### config.mk
export PLATFORM = sky130hd
export DESIGN_NAME = wmcp_cell
export DESIGN_NICKNAME = d
export VERILOG_FILES = /design/src/rtl/core/wmcp_pkg.sv /design/src/rtl/core/wmcp_cell.sv
export SDC_FILE = /design/constraint.sdc
export NUM_CORES = 1
export LEC_CHECK = 0
export BUFFER_PORTS_ARGS = -buffer_cell sky130_fd_sc_hd__buf_2
export CORE_MARGIN = 4
export CORE_UTILIZATION = 56
export CTS_CLUSTER_DIAMETER = 80
export DETAILED_ROUTE_END_ITERATION = 10
export GPL_TIMING_DRIVEN = 0
export PLACE_DENSITY = 0.92
export SETUP_SLACK_MARGIN = 0.02
export SYNTH_ARGS = -nofsm -noshare
export SYNTH_HDL_FRONTEND = slang
export SYNTH_SLANG_ARGS = --single-unit
export TNS_END_PERCENT = 1
### constraint.sdc
create_clock -name clock -period 9.3 [get_ports clock]
set_input_delay 0.465 -clock clock [delete_from_list [all_inputs] [get_ports clock]]
set_output_delay 0.465 -clock clock [all_outputs]
set_load 0.05 [all_outputs]
### src/rtl/core/wmcp_pkg.sv
// ----------------------------------------------------------------------------
// wmcp_pkg
// Shared widths, constants and types for the windowed min-cost path block.
// ----------------------------------------------------------------------------
package wmcp_pkg;

   localparam int HEIGHT_W = 14;
   localparam int COST_W   = 32;
   localparam int WIN_W    = 8;

   localparam logic [COST_W-1:0] COST_MAX = '1;

   // Query token that walks down the cell chain, one cell per cycle.
   typedef struct packed {
      logic                valid;
      logic [HEIGHT_W-1:0] height;
      logic [COST_W-1:0]   best;
   } wmcp_token_type;

endpackage

### src/rtl/core/wmcp_cell.sv
// ----------------------------------------------------------------------------
// wmcp_cell
// One window slot: holds a stone's height and cost, shifts on push, and folds
// its candidate cost into the passing query token.
// ----------------------------------------------------------------------------
module wmcp_cell #(
   parameter int CntW = 8
) (
   input  logic                          clock,
   input  logic                          reset,
   input  logic                          push_en,
   input  logic [wmcp_pkg::HEIGHT_W-1:0] shift_height,
   input  logic [wmcp_pkg::COST_W-1:0]   shift_cost,
   output logic [wmcp_pkg::HEIGHT_W-1:0] stone_height,
   output logic [wmcp_pkg::COST_W-1:0]   stone_cost,
   input  wmcp_pkg::wmcp_token_type      tok_in,
   input  logic [CntW-1:0]               left_in,
   output wmcp_pkg::wmcp_token_type      tok_out,
   output logic [CntW-1:0]               left_out
);
   import wmcp_pkg::*;

   logic [HEIGHT_W-1:0] height_ff;
   logic [COST_W-1:0]   cost_ff;
   wmcp_token_type      tok_ff;
   wmcp_token_type      tok_in_next;
   logic [CntW-1:0]     left_ff;
   logic [CntW-1:0]     left_in_next;
   logic [HEIGHT_W-1:0] diff;
   logic [COST_W:0]     sum;
   logic [COST_W-1:0]   cand;
   logic                take;

   always_comb begin
      if (height_ff >= tok_in.height) begin
         diff = height_ff - tok_in.height;
      end else begin
         diff = tok_in.height - height_ff;
      end
      sum  = {1'b0, cost_ff} + (COST_W+1)'(diff);
      cand = sum[COST_W] ? COST_MAX : sum[COST_W-1:0];
      // only slots inside the span take part
      take = tok_in.valid && (left_in != '0) && (cand < tok_in.best);

      tok_in_next.valid  = tok_in.valid;
      tok_in_next.height = tok_in.height;
      tok_in_next.best   = take ? cand : tok_in.best;
      left_in_next       = (left_in != '0) ? left_in - CntW'(1) : left_in;
   end

   always_ff @(posedge clock) begin
      if (push_en) begin
         height_ff <= shift_height;
         cost_ff   <= shift_cost;
      end
   end

   // token payload needs no reset; only its valid bit does
   always_ff @(posedge clock) begin
      tok_ff.height <= tok_in_next.height;
      tok_ff.best   <= tok_in_next.best;
      left_ff       <= left_in_next;
      if (reset) begin
         tok_ff.valid <= 1'b0;
      end else begin
         tok_ff.valid <= tok_in_next.valid;
      end
   end

   assign stone_height = height_ff;
   assign stone_cost   = cost_ff;
   assign tok_out      = tok_ff;
   assign left_out     = left_ff;

endmodule

==> metrics <==
Worst setup EP type flop; Routed Antenna Nets 0; clk_lat worst skew 360 ps; setup bufs post-CTS 0; min-delay worst type in -> reg; relative slew slack 0.3039; Tcrit/Tclk final 0.8193; Req. time, crit path 9540 ps; Yosys reg bits 101; largest net degree at the start of global routing 47; cell count after placement 1,034; clk_skew 10.40 ps; total core area 11,470 um2; Reg2Reg Depth 25; Synth Flop Type dfxtp_1; layout cell share with drive strength beyond 1 0.2800; Setup CP Type reg -> reg; min Tclk post-route 7619 ps; RSZ-0062 raised after global routing false; Post-synth EDFFs 46; Cells after Synth 687; synth warn 0; worst stage delay on the critical path 620 ps; synthesized cell area 6589 um2; # DRC 0; Num Clock Sinks 101; GR Util met3 0.05285; Synth top area share 0.2096; hold_buf cts 0; commonest non-fill, non-tap cell in the layout buf_2; Setup Viol. Count Final 0; CP Launch Type flop; FF-to-FF Start stone_height[7]; fillers 858; actual slew at the worst max-slew pin 1044 ps; total negative slack 0 ps; Yosys cell types 66; Final Max Slew Viols 0; Total Die Area 13,570 um2; vias in the first global route 5,872; Clock Tree Buf Depth 2; GRT met1 Usage 0.3391; First DRT Iteration DRCs 574; Num CTS Buffers 9; Async SR Flop Fraction 0; FF-to-FF setup slack 1680 ps; die height 116.5 um; Layout area overhead 22.79%; Antenna Cells 0; Final #Nets 1,083; Worst Hold Depth 1; data arrival time of the worst path 7860 ps; DR vias/cell 5.866; Synth area leaders edfxtp_1 21%, dfxtp_1 17%, ha_1 14%, inv_1 4.4%, mux2_1 4.4%; initial antenna violation count 0; htree depth 3; f_max 131.2 MHz; starting density of the core 0.5746; PostCTS Resize Cnt 0; syn nets 868; TritonCTS clock tree yes; Peak VDD IR 0.2417 mV; Avg Synthesized Cell Area 9.591 um2; port bufs 204; Placer Congestion 0.9671; routed len/inst 17.28 um; I/O Pins 205; final std cells w/o fill 1,050; drt total wl 18.14 mm; reg2reg end tok_out[22]; die width 116.5 um; Vias 6,159; status completed; Worst Hold Launch tok_in[45]; Worst-path clk slew 70 ps; Pre-Repair DR Iteration Count 8; leak pwr 0.003812 uW; GR peak layer met2; first-pass GRT wire length 28.61 mm; top cell type by total area after synthesis edfxtp_1; M2 GR Usage 0.4474; post-synthesis sequential area ratio 0.3768; detailed placement HPWL 14.06 mm; Rows 39; gr usage total 0.2674; Pwr Density 238.2 nW/um2; global route total overflow 0; most frequent cells in the layout 209 x buf_2, 78 x inv_1, 74 x ha_1, 55 x dfxtp_1; clock root buffer clkbuf_16; WHS Endpoint tok_out[45]; Fin. Hold Viols 0; crit-path max FO 10; CP max-delay cell o21ai_0; Max Cap Violations 0
final cells by class:
class                           count  area, um2  area share
Clock inverter                      5      37.54    0.004640
Sequential cell                   101       2482      0.3068
Clock buffer                       11      264.0     0.03263
Timing Repair Buffer              204       1021      0.1262
Inverter                           78      292.8     0.03619
Buffer                             16      88.84     0.01098
Multi-Input combinational cell    492       3725      0.4604
Tap cell                          143      178.9     0.02212
worst max path at each step:
stage | slack (ps) | end | from
floorplan | 2630 | tok_out[14] | stone_height[0]
detailed placement | 1690 | tok_out[29] | tok_in[40]
global placement | 1760 | tok_out[29] | tok_in[39]
CTS | 1790 | tok_out[3] | stone_height[7]
global route | 1080 | tok_out[22] | stone_height[7]
finish | 1680 | tok_out[22] | stone_height[7]
cell usage after synthesis, drive strengths merged (3+ instances only):
cell / n
inv: 78
ha: 74
dfxtp: 55
a21oi: 47
edfxtp: 46
nand2: 40
nor2: 40
mux2: 39
o21ai: 33
nand3: 24
xnor2: 15
nor3: 14
a211oi: 13
a21o: 13
nand4: 12
o211ai: 12
nor4: 10
buf: 9
xor2: 9
a31oi: 8
and2: 7
clkbuf: 7
mux2i: 7
o21a: 6
or4: 6
a221oi: 5
a21boi: 4
and3: 4
o2111ai: 4
o21bai: 4
o31ai: 4
or2: 4
a41oi: 3
fa: 3
nor2b: 3
o41ai: 3
flip-flops by register name (all words and copies together), names as in the netlist:
name          cells
left_out          8
stone_cost       32
stone_height     14
tok_out          47
metrics by stage:
stage | worst slack [ps] | util | total power, uW | area [um2] | hold WS, ps
2_1_floorplan | 2626 | - | 1302 | 6589 | 492.7
3_3_place_gp | 1760 | 0.6792 | 1516 | 7789 | 585.0
6_report | 1681 | 0.7055 | 1927 | 8090 | 221.2
3_5_place_dp | 1688 | 0.6792 | 1539 | 7789 | 582.0
5_1_grt | 1080 | 0.7055 | 2049 | 8090 | 210.2
4_1_cts | 1794 | 0.7055 | 1921 | 8090 | 209.8
cell families (layout without fill, tap and decap cells):
logic type      count (synthesis)  in the layout  synth area share
fa+ha+maj                      77             77            0.1496
mux                            46             46           0.07786
buf+inv                        94            314           0.05792
xor+xnor                       24             24           0.03190
compound gates                174            174            0.1755
simple gates                  171            171            0.1305
flops                         101            101            0.3768
where the power goes:
part | leakage [uW] | internal [uW] | switching (uW) | total (uW)
clock | 0.000154 | 208 | 170 | 378
sequential | 0.000914 | 535 | 29.9 | 565
combinational | 0.00274 | 321 | 663 | 984
total | 0.00381 | 1060 | 863 | 1930
metal layers:
layer	up-vias	part of all wire
li1	2959	-
met1	2843	0.41
met2	314	0.48
met3	43	0.084
met4	0	0.026
met5	-	0
worst max-delay path, delay by kind of cell, from the launching register on:
| kind | cells | cell delay, ps |
|---|---|---|
| multiplexers | 2 | 760 |
| buffers and inverters | 4 | 950 |
| AND/OR/NAND/NOR | 6 | 1710 |
| AO/OA/AOI/OAI | 10 | 2550 |
| flip-flops | 1 | 390 |
| adder cells (fa/ha/maj) | 3 | 1120 |
Power figures use the tool's default switching activity.
